--- src/sv/status_led_debounce_controller_macros.svh ---
// assertion helpers for the status LED and debounce block
`ifndef STATUS_LED_DEBOUNCE_CONTROLLER_MACROS_SVH
`define STATUS_LED_DEBOUNCE_CONTROLLER_MACROS_SVH

// clocked assertion, quiet while reset is high
`define SLDC_ASSERT(lbl, prop, msg) \
   lbl: assert property (@(posedge clock) disable iff (reset) (prop)) else $error(msg);

// same check, also active during reset
`define SLDC_ASSERT_ALWAYS(lbl, prop, msg) \
   lbl: assert property (@(posedge clock) (prop)) else $error(msg);

`endif

--- src/sv/sldc_pkg.sv ---
package sldc_pkg;

   localparam int SWITCH_COUNT = 6;
   localparam int HISTORY_LEN  = 4;
   localparam int PIN_W        = 6;
   localparam int CNT_W        = 16;
   localparam int ELAPSED_W    = 8;
   localparam int MODE_W       = 8;
   localparam int CSR_IDX_W    = 3;
   localparam int CSR_DATA_W   = 16;

   localparam logic [CSR_IDX_W-1:0] REG_SAMPLE_PERIOD = 3'd0;
   localparam logic [CSR_IDX_W-1:0] REG_FAST_PERIOD   = 3'd1;
   localparam logic [CSR_IDX_W-1:0] REG_SLOW_PERIOD   = 3'd2;
   localparam logic [CSR_IDX_W-1:0] REG_LED_A_MODE    = 3'd3;
   localparam logic [CSR_IDX_W-1:0] REG_LED_B_MODE    = 3'd4;

   localparam logic [CNT_W-1:0]  SAMPLE_PERIOD_RST = 16'd5;
   localparam logic [CNT_W-1:0]  FAST_PERIOD_RST   = 16'd250;
   localparam logic [CNT_W-1:0]  SLOW_PERIOD_RST   = 16'd2000;
   localparam logic [MODE_W-1:0] MODE_AUTO         = 8'hff;
   localparam logic [MODE_W-1:0] MODE_OFF          = 8'h00;
   localparam logic [CNT_W-1:0]  CNT_MAX           = 16'hffff;

   typedef logic [HISTORY_LEN-1:0] hist_type;

   // all ones sets, all zeros clears, mixed holds
   function automatic logic qualify(input hist_type hist, input logic cur);
      logic res;
      if (hist == '1) begin
         res = 1'b1;
      end else if (hist == '0) begin
         res = 1'b0;
      end else begin
         res = cur;
      end
      return res;
   endfunction

   function automatic logic [CNT_W-1:0] sat_add(input logic [CNT_W-1:0] c,
                                                 input logic [ELAPSED_W-1:0] d);
      logic [CNT_W:0] s;
      s = {1'b0, c} + {{(CNT_W+1-ELAPSED_W){1'b0}}, d};
      return s[CNT_W] ? CNT_MAX : s[CNT_W-1:0];
   endfunction

endpackage

--- src/sv/status_led_debounce_controller.sv ---
// Status LED and switch debounce controller. Each request is one tick: the
// milliseconds since the previous tick plus the raw switch, wifi and remote
// levels. Every sample_period ms the raw levels are shifted into 4-sample
// histories; four equal samples set or clear a qualified signal, mixed
// samples hold it, and the LED drive is snapshotted. The fast and slow blink
// timers then update LED A (from the wifi state) and LED B (from the remote
// flags): fast blink while not ready, slow blink while ready but not linked,
// steady on when linked, or forced by led_x_mode (0xff auto, 0 off, else on).
// Timing: one request per cycle sustained while rsp_stall is low; a request
// is held in an input register and does all of its work in one pass into
// the response register, which drives its response. The input register
// keeps taking requests while a response waits, so req_stall only rises
// when both registers are full and rsp_stall is high.
// Configuration is written through csr_*, which is always ready; write it
// only while the block is idle.
`include "status_led_debounce_controller_macros.svh"

module status_led_debounce_controller (
   input  logic                            clock,
   input  logic                            reset,
   // tick requests
   input  logic                            req_valid,
   output logic                            req_stall,
   input  logic [sldc_pkg::ELAPSED_W-1:0]  req_elapsed_ms,
   input  logic [sldc_pkg::PIN_W-1:0]      req_switch_pins,
   input  logic                            req_module_ready_pin,
   input  logic                            req_module_link_pin,
   input  logic                            req_remote_ready,
   input  logic                            req_remote_link,
   // responses
   output logic                            rsp_valid,
   input  logic                            rsp_stall,
   output logic [sldc_pkg::SWITCH_COUNT-1:0] rsp_switch_value,
   output logic                            rsp_module_ready,
   output logic                            rsp_module_link,
   output logic                            rsp_led_a,
   output logic                            rsp_led_b,
   output logic [1:0]                      rsp_led_snapshot,
   // register writes
   input  logic                            csr_valid,
   output logic                            csr_ready,
   input  logic [sldc_pkg::CSR_IDX_W-1:0]  csr_index,
   input  logic [sldc_pkg::CSR_DATA_W-1:0] csr_data
);

   import sldc_pkg::*;

   // configuration registers
   logic [CNT_W-1:0]  sample_period_ff, fast_period_ff, slow_period_ff;
   logic [MODE_W-1:0] led_a_mode_ff, led_b_mode_ff;

   // input register
   logic                 in_valid_ff;
   logic [ELAPSED_W-1:0] in_elapsed_ff;
   logic [PIN_W-1:0]     in_pins_ff;
   logic                 in_rdy_pin_ff, in_lnk_pin_ff, in_rem_rdy_ff, in_rem_lnk_ff;

   // block state
   hist_type                sw_hist_ff [SWITCH_COUNT];
   hist_type                sw_hist_in [SWITCH_COUNT];
   hist_type                rdy_hist_ff, rdy_hist_in;
   hist_type                lnk_hist_ff, lnk_hist_in;
   logic [SWITCH_COUNT-1:0] sw_state_ff, sw_state_in;
   logic                    rdy_state_ff, rdy_state_in;
   logic                    lnk_state_ff, lnk_state_in;
   logic                    rem_rdy_ff, rem_rdy_in;
   logic                    rem_lnk_ff, rem_lnk_in;
   logic [1:0]              led_ff, led_in;
   logic [1:0]              capture_ff, capture_in;
   logic [CNT_W-1:0]        cnt_sample_ff, cnt_sample_in;
   logic [CNT_W-1:0]        cnt_fast_ff, cnt_fast_in;
   logic [CNT_W-1:0]        cnt_slow_ff, cnt_slow_in;

   // response register
   logic                    rsp_valid_ff;
   logic [SWITCH_COUNT-1:0] rsp_switch_ff;
   logic                    rsp_rdy_ff, rsp_lnk_ff, rsp_led_a_ff, rsp_led_b_ff;
   logic [1:0]              rsp_capture_ff;

   logic advance;
   logic sample_hit, fast_hit, slow_hit;
   logic a_auto, b_auto;
   logic led_a_fast, led_b_fast;
   logic [SWITCH_COUNT+PIN_W-1:0] pins_ext;

   // input item moves on when the response register is free or being taken
   assign advance   = in_valid_ff && (!rsp_valid_ff || !rsp_stall);
   assign req_stall = in_valid_ff && rsp_valid_ff && rsp_stall;
   assign csr_ready = 1'b1;

   assign sample_hit = cnt_sample_ff >= sample_period_ff;
   assign fast_hit   = cnt_fast_ff >= fast_period_ff;
   assign slow_hit   = cnt_slow_ff >= slow_period_ff;
   assign a_auto     = led_a_mode_ff == MODE_AUTO;
   assign b_auto     = led_b_mode_ff == MODE_AUTO;

   // switches past the pin field read as zero
   assign pins_ext = {{SWITCH_COUNT{1'b0}}, in_pins_ff};

   // sampling, debounce and snapshot
   always_comb begin
      for (int i = 0; i < SWITCH_COUNT; i++) begin
         sw_hist_in[i] = sample_hit ?
                         {sw_hist_ff[i][HISTORY_LEN-2:0], pins_ext[i]} : sw_hist_ff[i];
         sw_state_in[SWITCH_COUNT-1-i] = sample_hit ?
                         qualify(sw_hist_in[i], sw_state_ff[SWITCH_COUNT-1-i]) :
                         sw_state_ff[SWITCH_COUNT-1-i];
      end
      rdy_hist_in  = sample_hit ? {rdy_hist_ff[HISTORY_LEN-2:0], in_rdy_pin_ff} : rdy_hist_ff;
      lnk_hist_in  = sample_hit ? {lnk_hist_ff[HISTORY_LEN-2:0], in_lnk_pin_ff} : lnk_hist_ff;
      rdy_state_in = sample_hit ? qualify(rdy_hist_in, rdy_state_ff) : rdy_state_ff;
      lnk_state_in = sample_hit ? qualify(lnk_hist_in, lnk_state_ff) : lnk_state_ff;
      capture_in   = sample_hit ? led_ff : capture_ff;
   end

   // blink events: fast first, then slow, both see the new qualified state
   always_comb begin
      rem_rdy_in = (fast_hit || slow_hit) ? in_rem_rdy_ff : rem_rdy_ff;
      rem_lnk_in = (fast_hit || slow_hit) ? in_rem_lnk_ff : rem_lnk_ff;

      led_a_fast = led_ff[0];
      led_b_fast = led_ff[1];
      if (fast_hit) begin
         led_a_fast = a_auto ? (led_ff[0] ^ !rdy_state_in) : (led_a_mode_ff != MODE_OFF);
         led_b_fast = b_auto ? (led_ff[1] ^ !rem_rdy_in) : (led_b_mode_ff != MODE_OFF);
      end

      led_in = {led_b_fast, led_a_fast};
      if (slow_hit) begin
         if (rdy_state_in && a_auto) begin
            led_in[0] = lnk_state_in ? 1'b1 : !led_a_fast;
         end
         if (rem_rdy_in && b_auto) begin
            led_in[1] = rem_lnk_in ? 1'b1 : !led_b_fast;
         end
      end
   end

   // counters restart on their event, then add the elapsed time
   assign cnt_sample_in = sat_add(sample_hit ? '0 : cnt_sample_ff, in_elapsed_ff);
   assign cnt_fast_in   = sat_add(fast_hit ? '0 : cnt_fast_ff, in_elapsed_ff);
   assign cnt_slow_in   = sat_add(slow_hit ? '0 : cnt_slow_ff, in_elapsed_ff);

   // register writes
   always_ff @(posedge clock) begin
      if (reset) begin
         sample_period_ff <= SAMPLE_PERIOD_RST;
         fast_period_ff   <= FAST_PERIOD_RST;
         slow_period_ff   <= SLOW_PERIOD_RST;
         led_a_mode_ff    <= MODE_AUTO;
         led_b_mode_ff    <= MODE_AUTO;
      end else if (csr_valid && csr_ready) begin
         unique case (csr_index)
            REG_SAMPLE_PERIOD: sample_period_ff <= csr_data;
            REG_FAST_PERIOD:   fast_period_ff   <= csr_data;
            REG_SLOW_PERIOD:   slow_period_ff   <= csr_data;
            REG_LED_A_MODE:    led_a_mode_ff    <= csr_data[MODE_W-1:0];
            REG_LED_B_MODE:    led_b_mode_ff    <= csr_data[MODE_W-1:0];
            default: ;
         endcase
      end
   end

   // input register
   always_ff @(posedge clock) begin
      if (reset) begin
         in_valid_ff <= 1'b0;
      end else if (!req_stall) begin
         in_valid_ff <= req_valid;
      end
   end

   always_ff @(posedge clock) begin
      if (req_valid && !req_stall) begin
         in_elapsed_ff <= req_elapsed_ms;
         in_pins_ff    <= req_switch_pins;
         in_rdy_pin_ff <= req_module_ready_pin;
         in_lnk_pin_ff <= req_module_link_pin;
         in_rem_rdy_ff <= req_remote_ready;
         in_rem_lnk_ff <= req_remote_link;
      end
   end

   // state update, once per request
   always_ff @(posedge clock) begin
      if (reset) begin
         for (int i = 0; i < SWITCH_COUNT; i++) begin
            sw_hist_ff[i] <= '0;
         end
         rdy_hist_ff   <= '0;
         lnk_hist_ff   <= '0;
         sw_state_ff   <= '0;
         rdy_state_ff  <= 1'b0;
         lnk_state_ff  <= 1'b0;
         rem_rdy_ff    <= 1'b0;
         rem_lnk_ff    <= 1'b0;
         led_ff        <= '0;
         capture_ff    <= '0;
         cnt_sample_ff <= '0;
         cnt_fast_ff   <= '0;
         cnt_slow_ff   <= '0;
      end else if (advance) begin
         for (int i = 0; i < SWITCH_COUNT; i++) begin
            sw_hist_ff[i] <= sw_hist_in[i];
         end
         rdy_hist_ff   <= rdy_hist_in;
         lnk_hist_ff   <= lnk_hist_in;
         sw_state_ff   <= sw_state_in;
         rdy_state_ff  <= rdy_state_in;
         lnk_state_ff  <= lnk_state_in;
         rem_rdy_ff    <= rem_rdy_in;
         rem_lnk_ff    <= rem_lnk_in;
         led_ff        <= led_in;
         capture_ff    <= capture_in;
         cnt_sample_ff <= cnt_sample_in;
         cnt_fast_ff   <= cnt_fast_in;
         cnt_slow_ff   <= cnt_slow_in;
      end
   end

   // response register
   always_ff @(posedge clock) begin
      if (reset) begin
         rsp_valid_ff <= 1'b0;
      end else if (!rsp_valid_ff || !rsp_stall) begin
         rsp_valid_ff <= in_valid_ff;
      end
   end

   always_ff @(posedge clock) begin
      if (advance) begin
         rsp_switch_ff  <= sw_state_in;
         rsp_rdy_ff     <= rdy_state_in;
         rsp_lnk_ff     <= lnk_state_in;
         rsp_led_a_ff   <= led_in[0];
         rsp_led_b_ff   <= led_in[1];
         rsp_capture_ff <= capture_in;
      end
   end

   assign rsp_valid        = rsp_valid_ff;
   assign rsp_switch_value = rsp_switch_ff;
   assign rsp_module_ready = rsp_rdy_ff;
   assign rsp_module_link  = rsp_lnk_ff;
   assign rsp_led_a        = rsp_led_a_ff;
   assign rsp_led_b        = rsp_led_b_ff;
   assign rsp_led_snapshot = rsp_capture_ff;

   // stall only when both registers hold a request
   `SLDC_ASSERT_ALWAYS(a_stall_full, req_stall |-> (in_valid_ff && rsp_valid_ff), "stall not full")
   // a held request is never dropped
   `SLDC_ASSERT(a_in_kept, (in_valid_ff && !advance) |=> in_valid_ff, "held request lost")
   // sample counter restarts from the tick's elapsed time
   `SLDC_ASSERT(a_sample_restart, (advance && sample_hit) |=> (cnt_sample_ff == CNT_W'($past(in_elapsed_ff))), "no restart")
   // forced-off LED A goes dark on a fast event
   `SLDC_ASSERT(a_led_a_off, (advance && fast_hit && (led_a_mode_ff == MODE_OFF)) |=> !led_ff[0], "LED lit")

endmodule
--- config.mk ---
export PLATFORM = sky130hd
export DESIGN_NAME = status_led_debounce_controller
export DESIGN_NICKNAME = d
export VERILOG_FILES = /design/src/sv/sldc_pkg.sv /design/src/sv/status_led_debounce_controller.sv
export VERILOG_INCLUDE_DIRS = /design/src /design/src/sv
export SDC_FILE = /design/constraint.sdc
export NUM_CORES = 1
export LEC_CHECK = 0
export BUFFER_PORTS_ARGS = -buffer_cell sky130_fd_sc_hd__buf_2
export CORE_ASPECT_RATIO = 1.1
export CORE_MARGIN = 2
export CORE_UTILIZATION = 55
export DETAILED_ROUTE_END_ITERATION = 7
export PLACE_DENSITY_LB_ADDON = 0.08
export SLEW_MARGIN = 20
export SYNTH_ARGS = -nofsm -noshare
export SYNTH_HDL_FRONTEND = slang
export SYNTH_SLANG_ARGS = --single-unit
--- constraint.sdc ---
create_clock -name clock -period 4.1 [get_ports clock]
set_input_delay 0.41 -clock clock [delete_from_list [all_inputs] [get_ports clock]]
set_output_delay 0.41 -clock clock [all_outputs]
set_load 0.005 [all_outputs]
==> run metrics <==
Initial Util 55.9%; worst-case clock buffer depth 2; Final min period 3.87 ns; Synth async-reset ratio 0%; final instance area 10,700 um2; Post-Syn Instances 1,082; Max Freq 259 MHz; final setup vio count 0; CP cell instances ha_1 -> a21o_1 -> a21o_1 -> a21oi_1 -> o21ai_0 -> a21o_1 -> nor2_1 -> ha_1 -> fa_1 -> a21o_1 -> a21oi_1 -> nor2b_1 -> o21a_1 -> nand2_1 -> or3_1 -> buf_4 -> a311oi_1; initial antenna violation count 0; setup TNS 0 ns; Final Skew 0.0121 ns; port bufs 55; DR vias 7,829; largest net degree at the start of global routing 90; largest stage delay on the critical path 0.43 ns; Yosys reg bits 180; Post-DP HPWL 16,400 um; Post-Syn Area per Cell 8.76 um2; area grow syn2layout 12.7%; worst slew pin tran 1.09 ns; TritonCTS clock tree built; CP Launch Type register; GRT overflow 0; All-Layer GR Usage 26.4%; slowest CP cell dfxtp_1; first-pass GRT wire length 37,800 um; Slew Limit Headroom 27.0%; power per cell area 393 nW/um2; die span in x 129 um; Met3 Wirelength 744 um; Avg WL per Cell 17.1 um; Remaining DRCs 0; status completed; Arr. time, crit path 4.19 ns; synthesized cell area 9470 um2; crit-path most repeated cell a21o_1; max-slew violations 0; vias in the first global route 7,519; syn_nets 1,199; clk slew on worst S/H paths 0.07 ns; routed wl met2 11,400 um; M1 WL 10,900 um; Clock Latency Late Sink 0.43 ns; worst flop-to-flop path startpoint cnt_slow_ff[13]; Top Family by Delay on Critical Path compound AO/OA/AOI/OAI gates; Post-Route WL 23,500 um; Crit Path Class register to register; Antenna Nets Post-Route 0; MaxCap Viol Count 0; H-Tree Depth 4; worst-path fanout max 8; peak supply drop 0.000306 V; Chip Height 142 um; FP Rows 50; # IOs 57; Worst Path Required 4.43 ns; Static Leakage 4.42 nW; critical path buffer and inverter count 1; placed inst area 10,000 um2; crit share post-route 94.3%; DRT iter0 DRCs 414; Net count, final 1,249; CTS buffer count 17; fraction of layout cells with a size suffix above 1 12.1%; setup ws final 0.233 ns; final count of hold timing violations 0; DRT Pass-1 Iters 5; core area 17,000 um2; most frequent cells in the layout nand2_1 (165), dfxtp_1 (131), a21oi_1 (99); Seq/Total Area, Yosys 43.1%; clk sinks 180; Vias per Instance 5.68; Ys Warns 0; CP Launch Point cnt_slow_ff[13]; post-route insts no fill 1,379; number of synthesized flops with an enable pin 48; placed insts 1,344; Hold Path Class primary input to register; Die Area 18,300 um2; CTS Root Cell clkbuf_16; main flop type after synthesis dfxtp_1; Antenna Cells 0; Unique masters post-synth 67; Worst Setup End Kind register; commonest non-fill, non-tap cell in the layout nand2_1; Worst Min Path Start req_switch_pins[2]; Placer Congestion 0.845; Max Used Layer met4; Tot Pwr 4.19 mW; Place WS 0.144 ns
[layout make-up]
cell class	count	area, um2
Tap cell	234	293
Sequential cell	180	4090
Timing Repair Buffer	87	518
Clock buffer	17	425
Inverter	60	225
Fill cell	1512	6270
Clock inverter	15	164
Multi-Input combinational cell	786	4970
[final timing paths]
check	end	slack [ns]	depth (start not counted)
max	cnt_slow_ff[5]	0.23	17
min	in_pins_ff[2]	0.15	1
max reg2reg	cnt_slow_ff[5]	0.23	17
min reg2reg	sample_period_ff[6]	0.46	2
[worst register-to-register path, delay by kind of cell (launching register included)]
family / cells / cell delay [ns]
buffers and inverters: 1 / 0.18
and+or+nand+nor: 4 / 0.81
adders and majority gates: 3 / 0.71
AOI/OAI and AO/OA: 9 / 1.64
DFF: 1 / 0.43
[repair_timing]
action | CTS | global route
gates resized for setup | 0 | 7
buffers inserted | 0 | 3
setup endpoints to repair | 0 | 22
hold buffers | 0 | 0
[cells by family after synthesis]
kind of cell               synth area share, %
adders and majority gates                 10.1
AOI/OAI and AO/OA                         16.8
muxes                                     2.25
buffers and inverters                     4.68
and+or+nand+nor                           21.3
xor gates and xnor gates                  1.66
other                                   0.0396
DFF                                       43.1
[flip-flops by register name, summed over array words and instances (netlist names), 8 cells and up]
register and flops:
cnt_slow_ff 16, sw_hist_ff 18, sample_period_ff 16, cnt_sample_ff 16
slow_period_ff 16, led_a_mode_ff 8, led_b_mode_ff 8, cnt_fast_ff 16
in_elapsed_ff 8, fast_period_ff 16
[where the power goes]
group          switching [mW]  internal, mW  leakage [nW]
logic                   0.357         0.246          2.58
clock network           0.766         0.868         0.284
registers              0.0572          1.90          1.56
total                    1.18          3.01          4.42
[layer usage]
| metal | global-route usage [%] | vias up |
|---|---|---|
| met5 | 0 | - |
| met1 | 35.1 | 3735 |
| met4 | 9.32 | 0 |
| li1 | - | 3919 |
| met2 | 44.1 | 142 |
| met3 | 3.43 | 33 |
[Yosys cell counts, types with 13 or more instances]
cell | count | share of area (%)
ha_1 | 72 | 9.5
mux2i_1 | 19 | 2.0
a21o_1 | 17 | 1.3
clkbuf_1 | 46 | 1.8
a21oi_1 | 102 | 5.4
nor3_1 | 36 | 1.9
o21ai_0 | 45 | 2.4
and2_1 | 27 | 1.8
dfxtp_1 | 132 | 28
inv_1 | 60 | 2.4
nand2_1 | 166 | 6.6
nand3b_1 | 26 | 2.1
nand2b_1 | 13 | 0.86
a211oi_1 | 15 | 1.2
edfxtp_1 | 48 | 15
nor2_1 | 86 | 3.4
[through the flow]
stage	hold slack (ns)	utilization [%]
3_5_place_dp	0.446	59.3
5_1_grt	0.133	63.0
6_report	0.147	63.0
2_1_floorplan	0.436	-
3_3_place_gp	0.443	59.3
4_1_cts	0.135	62.8
(Power assumes the default switching activity.)
